[src/hw/rtl/secded_pkg.sv]
// ----------------------------------------------------------------------------
// secded_pkg
// shared widths, check-row masks, opcodes and stage payload types for the
// (72,64) secded codec
// ----------------------------------------------------------------------------
package secded_pkg;

  localparam int DATA_W   = 64;
  localparam int CHECK_W  = 8;
  localparam int NUM_ROWS = 7;
  localparam int POS_W    = 7;
  localparam int LEN_W    = 7;
  localparam int CODE_W   = DATA_W + CHECK_W;

  // hamming position limit, positions at or above this lie outside the code
  localparam logic [POS_W-1:0] POS_LIMIT = POS_W'(CODE_W);

  // data masks for check bits 0..6
  localparam logic [DATA_W-1:0] CHECK_ROWS [NUM_ROWS] = '{
    64'hAB55_5555_56AA_AD5B,
    64'hCD99_9999_9B33_366D,
    64'hF1E1_E1E1_E3C3_C78E,
    64'h01FE_01FE_03FC_07F0,
    64'h01FF_FE00_03FF_F800,
    64'h01FF_FFFF_FC00_0000,
    64'hFE00_0000_0000_0000
  };

  typedef enum logic {
    OP_ENCODE = 1'b0,
    OP_DECODE = 1'b1
  } op_t;

  // after parity stage
  typedef struct packed {
    op_t                 op;
    logic [DATA_W-1:0]   data;
    logic [CHECK_W-1:0]  chk;
    logic [NUM_ROWS-1:0] low;
    logic                data_par;
  } par_t;

  // after correction stage
  typedef struct packed {
    op_t                op;
    logic [DATA_W-1:0]  data;
    logic [CHECK_W-1:0] check;
    logic               word_ok;
  } cor_t;

  // result beat
  typedef struct packed {
    logic [LEN_W-1:0]   length;
    logic               word_ok;
    logic [CHECK_W-1:0] check;
    logic [DATA_W-1:0]  data;
  } res_t;

endpackage

[src/hw/rtl/secded_72_64_codec.sv]
// ----------------------------------------------------------------------------
// secded_72_64_codec
// hamming (72,64) secded encoder / decoder, three-stage pipeline
// ----------------------------------------------------------------------------
//  channel | dir | tdata (low bit up)                          | tuser
//  --------+-----+---------------------------------------------+--------------
//  in_     | in  | data_word[63:0], check_byte[71:64]          | operation
//  out_    | out | result_data[63:0], result_check[71:64],     | word_valid
//          |     | result_length[78:72], zero pad [79]         |
//
//  one beat per clock sustained while the output is not stalled; each beat
//  passes three registered stages (row parities, syndrome and repair, bit length)
//  each stage register carries its own valid bit; a stage loads when it is
//  empty or when the stage after it moves, so a stalled output freezes only
//  the stages that are full behind it and no beat is lost or repeated
//  synchronous active-low reset clears the stage valid bits only
// ----------------------------------------------------------------------------
module secded_72_64_codec (
  input  logic        clk,
  input  logic        rst_n,
  input  logic        in_tvalid,
  output logic        in_tready,
  input  logic [71:0] in_tdata,   // data_word[63:0], check_byte[71:64]
  input  logic        in_tuser,   // operation: 0 encode, 1 decode
  output logic        out_tvalid,
  input  logic        out_tready,
  output logic [79:0] out_tdata,  // result_data, result_check, result_length, pad
  output logic        out_tuser   // word_valid
);
  import secded_pkg::*;

  // stage 1 -> 2
  logic par_valid;
  logic par_ready;
  par_t par_pay;

  // stage 2 -> 3
  logic cor_valid;
  logic cor_ready;
  cor_t cor_pay;

  res_t res_pay;
  op_t  in_op;

  assign in_op = op_t'(in_tuser);

  // row parities of the incoming data word
  secded_parity u_parity (
    .clk     (clk),
    .rst_n   (rst_n),
    .s_valid (in_tvalid),
    .s_ready (in_tready),
    .s_op    (in_op),
    .s_data  (in_tdata[DATA_W-1:0]),
    .s_chk   (in_tdata[CODE_W-1:DATA_W]),
    .m_valid (par_valid),
    .m_ready (par_ready),
    .m_pay   (par_pay)
  );

  // check byte on encode, syndrome decode and single-bit flip on decode
  secded_correct u_correct (
    .clk     (clk),
    .rst_n   (rst_n),
    .s_valid (par_valid),
    .s_ready (par_ready),
    .s_pay   (par_pay),
    .m_valid (cor_valid),
    .m_ready (cor_ready),
    .m_pay   (cor_pay)
  );

  // bit length and the output register
  secded_length u_length (
    .clk     (clk),
    .rst_n   (rst_n),
    .s_valid (cor_valid),
    .s_ready (cor_ready),
    .s_pay   (cor_pay),
    .m_valid (out_tvalid),
    .m_ready (out_tready),
    .m_pay   (res_pay)
  );

  // pack the result beat, pad bit is zero
  assign out_tdata = {1'b0, res_pay.length, res_pay.check, res_pay.data};
  assign out_tuser = res_pay.word_ok;

  // nothing comes out right after reset
  a_reset_empty: assert property (@(posedge clk)
    !rst_n |=> !out_tvalid)
    else $error("output beat valid after reset");

  // the pad bit stays clear on every output beat
  a_pad_zero: assert property (@(posedge clk) disable iff (!rst_n)
    out_tvalid |-> out_tdata[79] == 1'b0)
    else $error("pad bit set on output beat");

endmodule

[src/hw/rtl/secded_parity.sv]
// ----------------------------------------------------------------------------
// secded_parity
// stage 1: seven row parities and the overall data parity
// ----------------------------------------------------------------------------
module secded_parity (
  input  logic                        clk,
  input  logic                        rst_n,
  input  logic                        s_valid,
  output logic                        s_ready,
  input  secded_pkg::op_t             s_op,
  input  logic [secded_pkg::DATA_W-1:0]  s_data,
  input  logic [secded_pkg::CHECK_W-1:0] s_chk,
  output logic                        m_valid,
  input  logic                        m_ready,
  output secded_pkg::par_t            m_pay
);
  import secded_pkg::*;

  logic valid_r;
  par_t pay_r;
  par_t pay_nxt;

  always_comb begin
    pay_nxt.op       = s_op;
    pay_nxt.data     = s_data;
    pay_nxt.chk      = s_chk;
    for (int j = 0; j < NUM_ROWS; j++) begin
      pay_nxt.low[j] = ^(s_data & CHECK_ROWS[j]);
    end
    pay_nxt.data_par = ^s_data;
  end

  assign s_ready = !valid_r || m_ready;

  always_ff @(posedge clk) begin
    if (!rst_n) begin
      valid_r <= 1'b0;
    end else if (s_ready) begin
      valid_r <= s_valid;
    end
  end

  always_ff @(posedge clk) begin
    if (s_ready && s_valid) begin
      pay_r <= pay_nxt;
    end
  end

  assign m_valid = valid_r;
  assign m_pay   = pay_r;

endmodule

[src/hw/rtl/secded_correct.sv]
// ----------------------------------------------------------------------------
// secded_correct
// stage 2: check byte for encode, syndrome and single-bit repair for decode
// ----------------------------------------------------------------------------
module secded_correct (
  input  logic             clk,
  input  logic             rst_n,
  input  logic             s_valid,
  output logic             s_ready,
  input  secded_pkg::par_t s_pay,
  output logic             m_valid,
  input  logic             m_ready,
  output secded_pkg::cor_t m_pay
);
  import secded_pkg::*;

  logic               valid_r;
  cor_t               pay_r;
  cor_t               pay_nxt;
  logic [CHECK_W-1:0] synd;
  logic [POS_W-1:0]   pos;
  logic [POS_W-1:0]   pw;
  logic [POS_W-1:0]   bit_idx;
  logic               pos_pow2;

  assign synd     = {s_pay.data_par ^ (^s_pay.chk), s_pay.low ^ s_pay.chk[NUM_ROWS-1:0]};
  assign pos      = synd[POS_W-1:0];
  assign pos_pow2 = (pos & (pos - POS_W'(1))) == '0;

  // number of check positions at or below pos, for pos of two and above
  always_comb begin
    priority if (pos < POS_W'(4))  pw = POS_W'(2);
    else if (pos < POS_W'(8))      pw = POS_W'(3);
    else if (pos < POS_W'(16))     pw = POS_W'(4);
    else if (pos < POS_W'(32))     pw = POS_W'(5);
    else if (pos < POS_W'(64))     pw = POS_W'(6);
    else                           pw = POS_W'(7);
  end

  assign bit_idx = pos - pw - POS_W'(1);

  always_comb begin
    pay_nxt.op      = s_pay.op;
    pay_nxt.data    = s_pay.data;
    pay_nxt.check   = '0;
    pay_nxt.word_ok = 1'b1;
    unique case (s_pay.op)
      OP_ENCODE: begin
        pay_nxt.check = {s_pay.data_par ^ (^s_pay.low), s_pay.low};
      end
      OP_DECODE: begin
        if (synd == '0) begin
          pay_nxt.word_ok = 1'b1;
        end else if (synd[CHECK_W-1]) begin
          if (pos >= POS_LIMIT) begin
            pay_nxt.word_ok = 1'b0;
          end else if (!pos_pow2) begin
            pay_nxt.data[bit_idx[5:0]] = ~s_pay.data[bit_idx[5:0]];
          end
        end else begin
          pay_nxt.word_ok = 1'b0;
        end
      end
      default: pay_nxt.word_ok = 1'b1;
    endcase
  end

  assign s_ready = !valid_r || m_ready;

  always_ff @(posedge clk) begin
    if (!rst_n) begin
      valid_r <= 1'b0;
    end else if (s_ready) begin
      valid_r <= s_valid;
    end
  end

  always_ff @(posedge clk) begin
    if (s_ready && s_valid) begin
      pay_r <= pay_nxt;
    end
  end

  assign m_valid = valid_r;
  assign m_pay   = pay_r;

  // an encoded codeword always has even overall parity
  a_enc_parity: assert property (@(posedge clk) disable iff (!rst_n)
    valid_r && pay_r.op == OP_ENCODE |-> (^{pay_r.data, pay_r.check}) == 1'b0)
    else $error("encode codeword parity odd");

  // decode never produces a check byte, encode never flags an error
  a_op_fields: assert property (@(posedge clk) disable iff (!rst_n)
    valid_r |-> (pay_r.op == OP_ENCODE && pay_r.word_ok) ||
                (pay_r.op == OP_DECODE && pay_r.check == '0))
    else $error("result fields disagree with operation");

endmodule

[src/hw/rtl/secded_length.sv]
// ----------------------------------------------------------------------------
// secded_length
// stage 3: bit length of the result value and the output register
// ----------------------------------------------------------------------------
module secded_length (
  input  logic             clk,
  input  logic             rst_n,
  input  logic             s_valid,
  output logic             s_ready,
  input  secded_pkg::cor_t s_pay,
  output logic             m_valid,
  input  logic             m_ready,
  output secded_pkg::res_t m_pay
);
  import secded_pkg::*;

  logic              valid_r;
  res_t              pay_r;
  res_t              pay_nxt;
  logic [CODE_W-1:0] value;
  logic [LEN_W-1:0]  len;

  // encode measures the whole codeword, decode the data alone
  assign value = (s_pay.op == OP_ENCODE) ? {s_pay.data, s_pay.check}
                                         : {{CHECK_W{1'b0}}, s_pay.data};

  always_comb begin
    len = '0;
    for (int i = 0; i < CODE_W; i++) begin
      if (value[i]) begin
        len = LEN_W'(i + 1);
      end
    end
  end

  always_comb begin
    pay_nxt.length  = len;
    pay_nxt.word_ok = s_pay.word_ok;
    pay_nxt.check   = s_pay.check;
    pay_nxt.data    = s_pay.data;
  end

  assign s_ready = !valid_r || m_ready;

  always_ff @(posedge clk) begin
    if (!rst_n) begin
      valid_r <= 1'b0;
    end else if (s_ready) begin
      valid_r <= s_valid;
    end
  end

  always_ff @(posedge clk) begin
    if (s_ready && s_valid) begin
      pay_r <= pay_nxt;
    end
  end

  assign m_valid = valid_r;
  assign m_pay   = pay_r;

  a_len_range: assert property (@(posedge clk) disable iff (!rst_n)
    valid_r |-> pay_r.length <= LEN_W'(CODE_W))
    else $error("bit length beyond codeword");

  a_len_zero: assert property (@(posedge clk) disable iff (!rst_n)
    valid_r && pay_r.length == '0 |-> pay_r.data == '0 && pay_r.check == '0)
    else $error("zero length on nonzero result");

endmodule

[config.mk]
export PLATFORM = sky130hd
export DESIGN_NAME = secded_72_64_codec
export DESIGN_NICKNAME = d
export VERILOG_FILES = /design/src/hw/rtl/secded_pkg.sv /design/src/hw/rtl/secded_72_64_codec.sv /design/src/hw/rtl/secded_parity.sv /design/src/hw/rtl/secded_correct.sv /design/src/hw/rtl/secded_length.sv
export SDC_FILE = /design/constraint.sdc
export NUM_CORES = 1
export LEC_CHECK = 0
export CORE_MARGIN = 2
export CORE_UTILIZATION = 40
export CTS_CLUSTER_DIAMETER = 120
export DETAILED_ROUTE_END_ITERATION = 10
export DONT_BUFFER_PORTS = 1
export GPL_ROUTABILITY_DRIVEN = 0
export PLACE_DENSITY = 0.54
export SLEW_MARGIN = 20
export SYNTH_ARGS = -nofsm -noshare
export SYNTH_HDL_FRONTEND = slang
export SYNTH_SLANG_ARGS = --single-unit
[constraint.sdc]
create_clock -name clk -period 17.1 [get_ports clk]
set_clock_uncertainty 0.15 [all_clocks]
set_input_delay 3.42 -clock clk [delete_from_list [all_inputs] [get_ports clk]]
set_output_delay 3.42 -clock clk [all_outputs]
set_load 0.01 [all_outputs]
==> After elaboration in Yosys (flattened, before gate mapping) <==
Index checks and enable logic that the tools add are counted.
Widths: inputs -> output; s select.
{ "word_totals": {"mem_bits_ro": 0, "n_memories": 0, "inputBits": 77, "latchBits": 0, "ram_bits": 0, "register_bits": 238} }
{ "op_classes": {"n_eq_ne": 0, "addsub": 3, "bitwise_logic": 6, "reduce_logical": 24, "n_shift": 0, "order_cmp": 8, "mux": 89, "mul": 0, "div_mod_pow": 0} }
{ "op_table": {"columns": ["operator", "count"], "rows": [
  ["$reduce_xor 64->1", 8],
  ["$mux 64", 5],
  ["$mux 6", 35],
  ["$mux 5", 16],
  ["$mux 72", 1],
  ["$bwmux 64", 1],
  ["$mux 4", 16],
  ["$mux 3", 4],
  ["$reduce_or 9->1", 1],
  ["$logic_not 8->1", 1],
  ["$reduce_xor 8->1", 1],
  ["$and 7x7->7", 1],
  ["$ge 7x7->1 const B", 1],
  ["$logic_not 7->1", 1],
  ["$lt 6x7->1 const B", 1],
  ["$lt 7x3->1 const B", 1],
  ["$lt 7x4->1 const B", 1],
  ["$lt 7x5->1 const B", 1],
  ["$lt 7x6->1 const B", 1],
  ["$lt 7x7->1 const B", 1],
  ["$reduce_xor 7->1", 1],
  ["$sub 7x1->7 const B", 1],
  ["$xor 7x7->7", 1],
  ["$bmux 1 s6", 1],
  ["12 further kinds", 28]
]} }

==> Logic depth before layout (Yosys ltp) <==
Gate-level depths: netlist of the first run.
{ "depth": {"depth_word": 72, "ltp_mapped": 18, "ltp_nobuf": 14} }

==> By module <==
Synthesis of the first run repeated with hierarchy kept, for this count alone.
{ "hier_totals": {"hier_cells": 1025, "area_unflattened_um2": 12926.1} }
{ "modules_own_cells": {"columns": ["module", "cells_each", "area_per_inst_um2", "n_inst", "seq_area_each_um2"], "rows": [
  ["secded_correct", 441, 4880.9, 1, 2242.2],
  ["secded_length", 382, 4292.9, 1, 2422.3],
  ["secded_parity", 200, 3741.1, 1, 2452.4],
  ["secded_72_64_codec", 2, 11.3, 1, 0.0]
]} }

==> Worst setup path before layout of the first run <==
No wires, ideal clock.
{ "synth_timing": {"path_kind": "in2reg", "startpoint": "in out_tready", "endpoint": "reg u_correct.pay_r (netlist bit u_correct.m_pay[0]), enable pin", "n_path_buf": 0, "path_slack_ns": 7.438, "arrival_ns": 8.893, "stages": 2, "required_ns": 16.331, "path_cell_list": "nor2b_1 > a21boi_0"} }
{ "synth_between": {"elab_chain_len": 3} }
{ "synth_lines": {"columns": ["item", "line_no", "rtl"], "rows": [
  ["start: declaration", "secded_72_64_codec.sv:26", "input logic out_tready,"],
  ["$logic_or 1x1->1", "secded_length.sv:43", "assign s_ready = !valid_r || m_ready;"],
  ["$logic_or 1x1->1", "secded_correct.sv:68", "assign s_ready = !valid_r || m_ready;"],
  ["$logic_and 1x1->1", "secded_correct.sv:79", "if (s_ready && s_valid) begin"],
  ["end signal: assignment", "secded_correct.sv:80", "pay_r <= pay_nxt;"],
  ["end: declaration", "secded_correct.sv:18", "cor_t pay_r;"]
]} }
No other way between the ends.
A chain may end at the register's enable or synchronous reset.

==> Worst setup path in the final report of the first run <==
{ "layout_timing": {"startpoint": "in out_tready", "endpoint": "out in_tready"} }
{ "layout_between": {"elab_chain_len": 3} }
{ "layout_lines": {"columns": ["item", "line_no", "rtl"], "rows": [
  ["$logic_or 1x1->1", "secded_length.sv:43", null],
  ["$logic_or 1x1->1", "secded_correct.sv:68", null],
  ["$logic_or 1x1->1", "secded_parity.sv:33", "assign s_ready = !valid_r || m_ready;"],
  ["end: declaration", "secded_72_64_codec.sv:22", "output logic in_tready,"]
]} }
No other way between the ends.

==> results of run 1 <==
registers in the layout, indices dropped and copies added (netlist names):
signal,count
u_correct.m_valid,1
u_length.m_valid,1
u_parity.m_pay,81
u_length.m_pay,80
u_parity.m_valid,1
u_correct.m_pay,74
per-stage QoR:
| step | worst slack (ps) | util [%] | total power [mW] | cell area, um^2 |
|---|---|---|---|---|
| after floorplan | 7440 | - | 1.70 | 12700 |
| after global placement | 9310 | 41.6 | 1.73 | 13000 |
| after detailed placement | 9280 | 41.6 | 1.74 | 13000 |
| after CTS | 9270 | 44.0 | 2.26 | 13800 |
| after global routing | 9200 | 44.0 | 2.38 | 13800 |
| final | 9280 | 44.0 | 2.25 | 13800 |
cell type report:
class / instances / area (um^2)
Clock buffer: 28 / 637
Clock inverter: 17 / 136
Fill cell: 2909 / 17600
Inverter: 28 / 105
Multi-Input combinational cell: 705 / 5290
Sequential cell: 238 / 7120
Tap cell: 402 / 503
Timing Repair Buffer: 6 / 45.0
per-layer routing:
metal | track usage, % | routed length [um]
met4 | 4.00 | 554
met1 | 26.9 | 14500
met3 | 4.91 | 2410
met5 | 0 | 0
met2 | 28.6 | 13800
Yosys cell counts (8+ instances only):
library cell / count
mux2i_1: 8
nor4_1: 9
nor2_1: 87
edfxtp_1: 235
xnor2_1: 121
o21ai_0: 24
xor2_1: 29
clkbuf_1: 17
nand2_1: 72
a211oi_1: 10
nor3_1: 62
mux2_4: 53
inv_1: 27
a21oi_1: 41
a31oi_1: 10
mux2_2: 12
nand3_1: 9
nor2b_1: 25
worst reg2reg max path, stage by stage, from the launching register on:
cell and delay (ps):
edfxtp_1 490, xnor2_1 370, o21ai_0 160, a21oi_1 190
ha_2 190, inv_1 50, fa_1 520, xnor2_2 160
buf_4 320, mux4_1 610, mux2i_1 160, o22ai_1 150
a31oi_1 260, o21a_4 590, mux2_2 340
worst paths after layout:
| check | from | endpoint | slack, ps | cells past startpoint |
|---|---|---|---|---|
| setup / recovery | out_tready | in_tready | 9280 | 2 |
| hold / removal | u_correct.m_pay[0] | u_length.m_pay[72] | 270 | 0 |
| hold reg to reg | u_correct.m_pay[0] | u_length.m_pay[72] | 270 | 0 |
| setup reg to reg | u_parity.m_pay[5] | u_correct.m_pay[33] | 12240 | 14 |
cell families after synthesis:
logic type,share of synthesized area (%)
other cells,0.0296
flops,56.1
compound gates,8.43
xor+xnor,11.5
simple gates,11.4
mux,9.54
fa+ha+maj,0.454
buf+inv,2.55
power by group:
group	switching [mW]	leakage, nW	internal (mW)
Sequential	0.0553	2.24	0.709
Combinational	0.613	1.90	0.368
Clock	0.213	0.369	0.297
placed cells by master (no fill, tap or decap), types with 7 or more instances in the layout:
cell type and count:
a211oi_1 10, a21oi_1 41, a31oi_1 9, clkbuf_16 25, clkinv_1 9, edfxtp_1 235, inv_1 27, mux2_2 12
mux2_4 53, mux2i_1 8, nand2_1 72, nand2b_1 7, nand3_1 9, nor2_1 87, nor2b_1 24, nor3_1 62
nor3b_1 7, nor4_1 9, o21ai_0 24, o31ai_1 7, xnor2_1 121, xor2_1 29
==> metrics.csv, run 1 <==
metric,value,unit
floorplan.initialDensity,40.4,%
grt_usage,18.7,%
route.final.wire_length,31200,um
cp_slowest_cell,nor2b_1,
grt-ovfl-total,0,
cts_made_buffers,25,
status,"finished, final reports clean",
worst_slew_pin_slew,1020,ps
cts-resized-gates,0,
hold_viol_final,0,
placedCellCount,1379,
dieWidth,182,um
ant_nets,0,
syn_inst,1003,
insertion_delay,510,ps
htreeDepth,1,
clockBufferDepth,3,
worstSetupStartpointType,input port,
slowest_delay,560,ps
whs,274,ps
period_share,45.7,%
cp_max_fo,6,
worstPathArrival,4250,ps
synth_edf_count,235,
syn_avg_cell_area,12.6,um^2
instances_no_fill,1424,
ir_worst_vdd,0.000252,V
num_vias,7883,
grt_max_degree,84,
cap_violations,0,
syn_nets,1084,
synth_warnings,0,
cts_setup_buffers,0,
antenna_found_initial,0,
clk_pin_slew,60,ps
portBuffers,0,
drc,0,
cts_tree,built,
drt_pass1_iterations,4,
hold_class,reg -> reg,
period_minus_slack,7820,ps
cts-root-buf,clkbuf_16,
synth_cell_type_count,72,
initialDrtViolationCount,471,
yosys-top-cells-area,"edfxtp_1 (56%), xnor2_1 (8.4%), mux2_4 (6.3%)",
worst_ep_required_time,13530,ps
vias_per_cell,5.54,
antennaDiodeCount,0,
die_h,182,um
ys_seq_elements,238,
tns,0,ps
die_area,33100,um^2
coreArea,31400,um^2
crit_buf_inv,0,
grt_pass1_wl,47200,um
cp_top_family,simple AND/OR/NAND/NOR gates,
fmax,0.128,GHz
synth_top_cell_by_area,edfxtp_1,
syn_to_final_growth,9.05,%
relSlewSlack,31.8,%
p_per_area,163,nW/um^2
worstSetupEndpointType,output pin,
nets,1085,
cts_num_sinks,238,
wl_per_cell,21.9,um
synth_area,12700,um^2
leakage,4.51,nW
async_reset_ff_share,0,%
setup_viol,0,
num_io_pins,160,
dp_hpwl,23800,um
holdBufCountCts,0,
ys_seq_area_share,56.1,%
path_class,in -> out,
grt_pass1_vias,7787,
slew_violations,0,
rsz0062_at_grt,false,
cp_cell_sequence,nor2b_1 -> nand3_1,
layout-drive-gt1-share,12.9,%
synthDominantCellAreaShare,55.6,%
yosys_most_used_dff,edfxtp_1,
placementRows,65,
Note: power is estimated with default switching activity, not from simulation.
==> run 2, diff against run 1 <==
--- a/config.mk
+++ b/config.mk
@@ -5,6 +5,7 @@
 export SDC_FILE = /design/constraint.sdc
 export NUM_CORES = 1
 export LEC_CHECK = 0
+export ABC_AREA = 1
 export CORE_MARGIN = 2
 export CORE_UTILIZATION = 40
 export CTS_CLUSTER_DIAMETER = 120
==> constraint.sdc (replaced) <==
create_clock -name clk -period 7.8 [get_ports clk]
set_clock_uncertainty 0.15 [all_clocks]
set_input_delay 1.56 -clock clk [delete_from_list [all_inputs] [get_ports clk]]
set_output_delay 1.56 -clock clk [all_outputs]
set_load 0.01 [all_outputs]
==> run 2 against run 1 <==
Critical path type is now reg -> reg; clock-buffer cell count grew 3; critical endpoint is now u_length.m_pay[73]; non-clock buffer count fell by 1; highest routed layer unchanged; register-to-register slack lost 9900 ps; via count shrank 4.4%; final cell count is 6.5% higher; critical path depth rose by 63; utilization up 0.51 points; power grew 95%; sequential share of layout area rose by 2.4 points; largest cell class unchanged; clock power is 120% higher.
==> metrics.csv, run 2 <==
metric,value,unit,change
yosys.area_share.xor_xnor,12.9,%,+1.4 points
fmax,0.183,GHz,
placementRows,63,,-3.1%
critPathMostFrequentCell,nand2_1,,
status,"finished, final reports clean",,
cts-root-buf,clkbuf_16,,
grt_pass1_wl,42400,um,-10%
grt_usage,17.7,%,-1.0 points
drc,0,,unchanged
tns,0,ps,unchanged
async_reset_ff_share,0,%,unchanged
final_util,44.6,%,+0.51 points
dp_hpwl,21700,um,-8.8%
grt_max_degree,81,,-3.6%
cts_setup_buffers,0,,unchanged
htreeDepth,1,,unchanged
synth-compound-area-share,6.92,%,-1.5 points
period_share,70.0,%,
clockBufferDepth,3,,unchanged
syn_to_final_growth,9.47,%,
vias_per_cell,4.97,,-10%
wl_per_cell,18.5,um,-16%
cts_made_buffers,25,,unchanged
worstSetupEndpointType,flop,,
ant_nets,0,,unchanged
worst_ep_required_time,7920,ps,-5610 ps
nets,1197,,+10%
multi_input_area,4480,um^2,-15%
cts-resized-gates,0,,unchanged
synth_cell_type_count,46,,-36%
finalInstanceArea,13200,um^2,-4.5%
num_io_pins,160,,unchanged
holdBufCountCts,0,,unchanged
portBuffers,0,,unchanged
yosysMostFrequentCell,nand2_1,,
synth_area,12100,um^2,-4.9%
rsz0062_at_grt,false,,
yosys_most_used_dff,edfxtp_1,,
syn_avg_cell_area,10.9,um^2,-13%
syn_inst,1102,,+9.9%
num_vias,7536,,-4.4%
layout-drive-gt1-share,4.88,%,-8.0 points
antenna_found_initial,0,,unchanged
die_area,31600,um^2,-4.8%
setup_viol,0,,unchanged
antennaDiodeCount,0,,unchanged
cap_violations,0,,unchanged
relSlewSlack,33.3,%,+1.5 points
path_class,reg -> reg,,
postPlaceCellArea,12400,um^2,-4.7%
layout_common_cells,"nand2_1 (292), edfxtp_1 (235), xnor2_1 (114), o21ai_0 (77), nor2_1 (66)",,
initialDrtViolationCount,459,,-2.5%
synth_edf_count,235,,unchanged
fill_cells,2820,,-3.1%
power_switching,1.69,mW,+92%
floorplan.initialDensity,40.7,%,+0.31 points
synth_top_family_by_area,XOR/XNOR gates,,
ys_seq_elements,238,,unchanged
synth_fa_ha_area_share,0.477,%,+0.023 points
final_common_cell,nand2_1,,
route.final.wire_length,28000,um,-10%
largest_register_ffs,81,,unchanged
p_clk_share,25.8,%,+3.2 points
cp_max_fo,60,,+54
synthDominantCellAreaShare,58.5,%,+2.8 points
p_per_area,332,nW/um^2,+100%
yosys-top-cells-area,"edfxtp_1 (58%), nand2_1 (9.1%), xnor2_1 (8.3%)",,
clk_pin_slew,60,ps,about the same
die_h,178,um,-2.4%
grt-ovfl-total,0,,unchanged
regArea,7120,um^2,unchanged
p_int,2.69,mW,+96%
slowest_delay,740,ps,+180 ps
worstSetupStartpointType,flop,,
grt_pass1_vias,7287,,-6.4%
synthMuxAreaShare,4.07,%,-5.5 points
period_minus_slack,5460,ps,
worst_slew_pin_slew,1000,ps,-23.0 ps
syn_nets,1183,,+9.1%
leakage,4.84,nW,+7.3%
cp_slowest_cell,buf_4,,
hold_class,reg -> reg,,
swShare,38.6,%,-0.49 points
cts_tree,built,,
dieWidth,178,um,-2.4%
seqPwrFrac,37.0,%,+3.1 points
synth_top_cell_by_area,edfxtp_1,,
p_comb_share,37.2,%,-6.3 points
yosys-top-cells-count,"nand2_1 (292), edfxtp_1 (235), xnor2_1 (114), o21ai_0 (77), inv_1 (67)",,
coreArea,29600,um^2,-5.6%
cts_num_sinks,238,,unchanged
insertion_delay,520,ps,about the same
worstPathArrival,5580,ps,+1330 ps
ir_worst_vdd,0.000480,V,+91%
synth_warnings,0,,unchanged
hold_viol_final,0,,unchanged
synth-simple-area-share,12.6,%,+1.2 points
slew_violations,0,,unchanged
ys_seq_area_share,59.0,%,+2.9 points
drt_pass1_iterations,7,,+3
==> run 2: cell types whose count changed after synthesis, moves of 21 or more <==
cell / delta
nand2_1: +220
mux2_4: -53
o21ai_0: +53
nor3_1: -49
mux2i_1: +41
inv_1: +40
xor2_1: +35
a21oi_1: -25
nor2b_1: -25
o22ai_1: +22
nor2_1: -21
==> run 2: cell type report <==
| cell class | count | share of cell area (%) |
|---|---|---|
| flip-flops and latches | 238 | 53.9 |
| clock buffers | 31 | 5.14 |
| multi-input cells | 767 | 33.9 |
| repair buffers | 5 | 0.284 |
| clock inverters | 7 | 0.701 |
| well taps | 390 | 3.69 |
| inverters | 79 | 2.40 |
==> run 2: kinds of logic after synthesis <==
| kind of cell | after synthesis |
|---|---|
| AOI/OAI and AO/OA | 146 |
| and+or+nand+nor | 389 |
| adders and majority gates | 4 |
| DFF | 238 |
| buffers and inverters | 97 |
| other | 1 |
| muxes | 49 |
| xor gates and xnor gates | 178 |
==> run 2: final timing paths <==
kind	slack, ps	startpoint	to	cells after the start
hold reg to reg	270	u_correct.m_pay[0]	u_length.m_pay[72]	0
setup reg to reg	2340	u_correct.m_pay[73]	u_length.m_pay[73]	65
hold / removal	270	u_correct.m_pay[0]	u_length.m_pay[72]	0
setup / recovery	2340	u_correct.m_pay[73]	u_length.m_pay[73]	65
==> run 2: power groups by stage <==
stage	Clock, mW	Sequential, mW	Combinational (mW)
after global placement	0	1.65	1.60
final	1.13	1.62	1.63
after CTS	1.16	1.62	1.61
after global routing	1.21	1.63	1.78
after detailed placement	0	1.65	1.61
after floorplan	0	1.61	1.25
==> run 2: worst max-delay path: cells and delay by family, from the launching register on <==
kind,cells,cell delay [ps]
AND/OR/NAND/NOR,62,3240
multiplexers,1,310
flip-flops,1,720
buffers and inverters,1,740
AO/OA/AOI/OAI,1,50
==> run 2: per-stage QoR <==
| stage | worst slack, ps | cells | power, mW | hold WS, ps |
|---|---|---|---|---|
| after floorplan | 1650 | 1102 | 2.86 | 250 |
| after global placement | 2410 | 1479 | 3.25 | 264 |
| after detailed placement | 2340 | 1479 | 3.26 | 256 |
| after CTS | 2310 | 1517 | 4.40 | 271 |
| after global routing | 1480 | 1517 | 4.62 | 279 |
| final | 2340 | 1517 | 4.39 | 273 |
==> run 2: routing by layer <==
metal	up-vias	part of all wire (%)	global-route usage, %
met5	-	0	0
met4	0	2.2	4.82
met3	51	6.6	3.75
met2	287	42	26.1
met1	3410	49	26.2
li1	3788	-	-
==> run 3, diff against run 2 <==
==> constraint.sdc (replaced) <==
create_clock -name clk -period 5.1 [get_ports clk]
set_clock_uncertainty 0.15 [all_clocks]
set_input_delay 1.02 -clock clk [delete_from_list [all_inputs] [get_ports clk]]
set_output_delay 1.02 -clock clk [all_outputs]
set_load 0.01 [all_outputs]
==> run 3 against run 2 <==
Flip-flop and latch count did not move; power is 56% higher; hold slack improved by 6.1 ps; routed wire length grew 1.8%; fmax rose by 15%; clock-buffer cell count decreased by 4; global-route usage increased by 0.39 points; non-clock buffer count increased by 18; final cell count is 1.6% higher; sequential power is 53% higher; sequential share of layout area is 0.65 points lower; die area is the same; largest power group unchanged.
==> metrics.csv, run 3 (synthesis results as in run 2) <==
metric,value,unit,change
status,"finished, final reports clean",,
worstSetupStartpointType,flop,,
period_minus_slack,4750,ps,-712 ps
p_per_area,513,nW/um^2,+54%
grt_pass1_vias,7414,,+1.7%
cp_cell_sequence,xnor2_1 -> inv_1 -> nor2_1 -> inv_1 -> nor2_1 -> a221oi_1 -> ha_1 -> inv_1 -> fa_1 -> xnor2_1 -> inv_1 -> nor3_1 -> clkinv_1 -> buf_4 -> o22ai_1 -> nor4_1 -> a21oi_1 -> a2111oi_0 -> nand4_1 -> clkinv_1 -> buf_12 -> o21ai_0,,
postPlaceCellArea,12500,um^2,+0.89%
grt.met1_usage,27.1,%,+0.88 points
timing.rr.start,u_parity.m_pay[4],,
insertion_delay,520,ps,about the same
layout_common_cells,"nand2_1 (292), edfxtp_1 (235), xnor2_1 (114), o21ai_0 (77), nor2_1 (66)",,
setup_viol,0,,unchanged
whs,279,ps,+6.12 ps
antennaDiodeCount,0,,unchanged
cts_tree,built,,
p_comb_share,39.5,%,+2.3 points
r2r_slack,350,ps,-1990 ps
r2r-end,u_correct.m_pay[23],,
cp_slowest_cell,edfxtp_1,,
wl_per_cell,18.5,um,+0.15%
ir_worst_vdd,0.000851,V,+77%
relSlewSlack,48.9,%,+16 points
floorplan.initialDensity,40.7,%,unchanged
cp_top_family,buffers and inverters,,
tns,0,ps,unchanged
dp_hpwl,22300,um,+3.0%
rsz0062_at_grt,true,,
crit_buf_inv,8,,+7
cp_max_fo,64,,+6.7%
slew_violations,0,,unchanged
drc,0,,unchanged
cts-root-buf,clkbuf_16,,
clockBufferDepth,3,,unchanged
hold_class,reg -> reg,,
top_usage_layer,met1,,
die_area,31600,um^2,unchanged
finalInstanceArea,13400,um^2,+1.2%
leakage,4.94,nW,+2.2%
cts_num_sinks,238,,unchanged
worstSetupEndpointType,flop,,
hold_viol_final,0,,unchanged
htreeDepth,1,,unchanged
cp.depth,22,,-66%
vias_per_cell,4.92,,-1.1%
worstPathArrival,4900,ps,-680 ps
grt_usage,18.1,%,+0.39 points
die_h,178,um,unchanged
path_class,reg -> reg,,
min_from,u_correct.m_pay[0],,
route.final.wire_length,28500,um,+1.8%
antenna_found_initial,0,,unchanged
slowest_delay,470,ps,-270 ps
gr-usage-met2,26.3,%,+0.23 points
final_util,45.1,%,+0.54 points
ant_nets,0,,unchanged
largest_register_ffs,81,,unchanged
fmax,0.211,GHz,+15%
hold_depth,0,,unchanged
r2r_cells,22,,-66%
coreArea,29600,um^2,unchanged
seqPwrFrac,36.2,%,-0.8 points
critPathMostFrequentCell,inv_1,,
dieWidth,178,um,unchanged
p_clk_share,24.3,%,-1.5 points
cap_violations,0,,unchanged
grt_max_degree,65,,-20%
holdBufCountCts,0,,unchanged
clk_pin_slew,60,ps,about the same
syn_to_final_growth,10.8,%,
final_common_cell,nand2_1,,
num_io_pins,160,,unchanged
power_switching,2.66,mW,+57%
grt-ovfl-total,0,,unchanged
layout-drive-gt1-share,6.86,%,+2.0 points
drt_pass1_iterations,5,,-2
nets,1215,,+1.5%
grt_pass1_wl,43300,um,+2.1%
worst_ep_required_time,5250,ps,-2670 ps
hold_end,u_length.m_pay[72],,
num_vias,7579,,+0.57%
cts_made_buffers,25,,unchanged
swShare,38.9,%,+0.29 points
initialDrtViolationCount,548,,+19%
worst_slew_pin_slew,763,ps,-237 ps
period_share,93.1,%,+23 points
portBuffers,0,,unchanged
p_int,4.19,mW,+55%
use_met3,3.73,%,-0.021 points
placementRows,63,,unchanged
==> run 3: power by group through the flow <==
stage	registers, mW	clock network [mW]	logic [mW]
floorplan	2.46	0	1.91
global placement	2.52	0	2.64
detailed placement	2.52	0	2.67
CTS	2.48	1.71	2.68
global route	2.49	1.79	2.96
finish	2.48	1.67	2.71
==> run 3: cell type report <==
type                            instances  area (um^2)
Tap cell                              390          488
Timing Repair Buffer                   23          193
Fill cell                            2848        16300
Inverter                               79          317
Multi-Input combinational cell        767         4500
Clock inverter                         18          116
Sequential cell                       238         7120
Clock buffer                           27          633
==> run 3: worst max-delay path by stage <==
stage | startpoint | endpoint
after floorplan | u_parity.m_pay[12] | u_correct.m_pay[12]
after global placement | u_correct.m_pay[73] | u_length.m_pay[73]
after detailed placement | u_correct.m_pay[73] | u_length.m_pay[73]
after CTS | u_correct.m_pay[73] | u_length.m_pay[73]
after global routing | u_correct.m_pay[73] | u_length.m_pay[73]
final | u_parity.m_pay[4] | u_correct.m_pay[23]
==> run 3: repair_timing <==
action / in CTS / in global routing
resized for setup: 0 / 10
buffers inserted: 0 / 5
setup endpoints to repair: 0 / 34
==> run 3: layer usage <==
layer	up-vias	wire [um]	part of all wire, %
met5	-	0	0
met4	0	628	2.2
met3	45	1950	6.9
met2	267	12000	42
met1	3438	14000	49
li1	3829	-	-
==> run 3: metrics by stage <==
stage | std cells | setup WS [ps] | total power, mW
floorplan | 1102 | 848 | 4.37
global placement | 1492 | 137 | 5.16
detailed placement | 1492 | 75.5 | 5.19
CTS | 1537 | 53.3 | 6.87
global route | 1542 | -401 | 7.24
finish | 1542 | 354 | 6.85
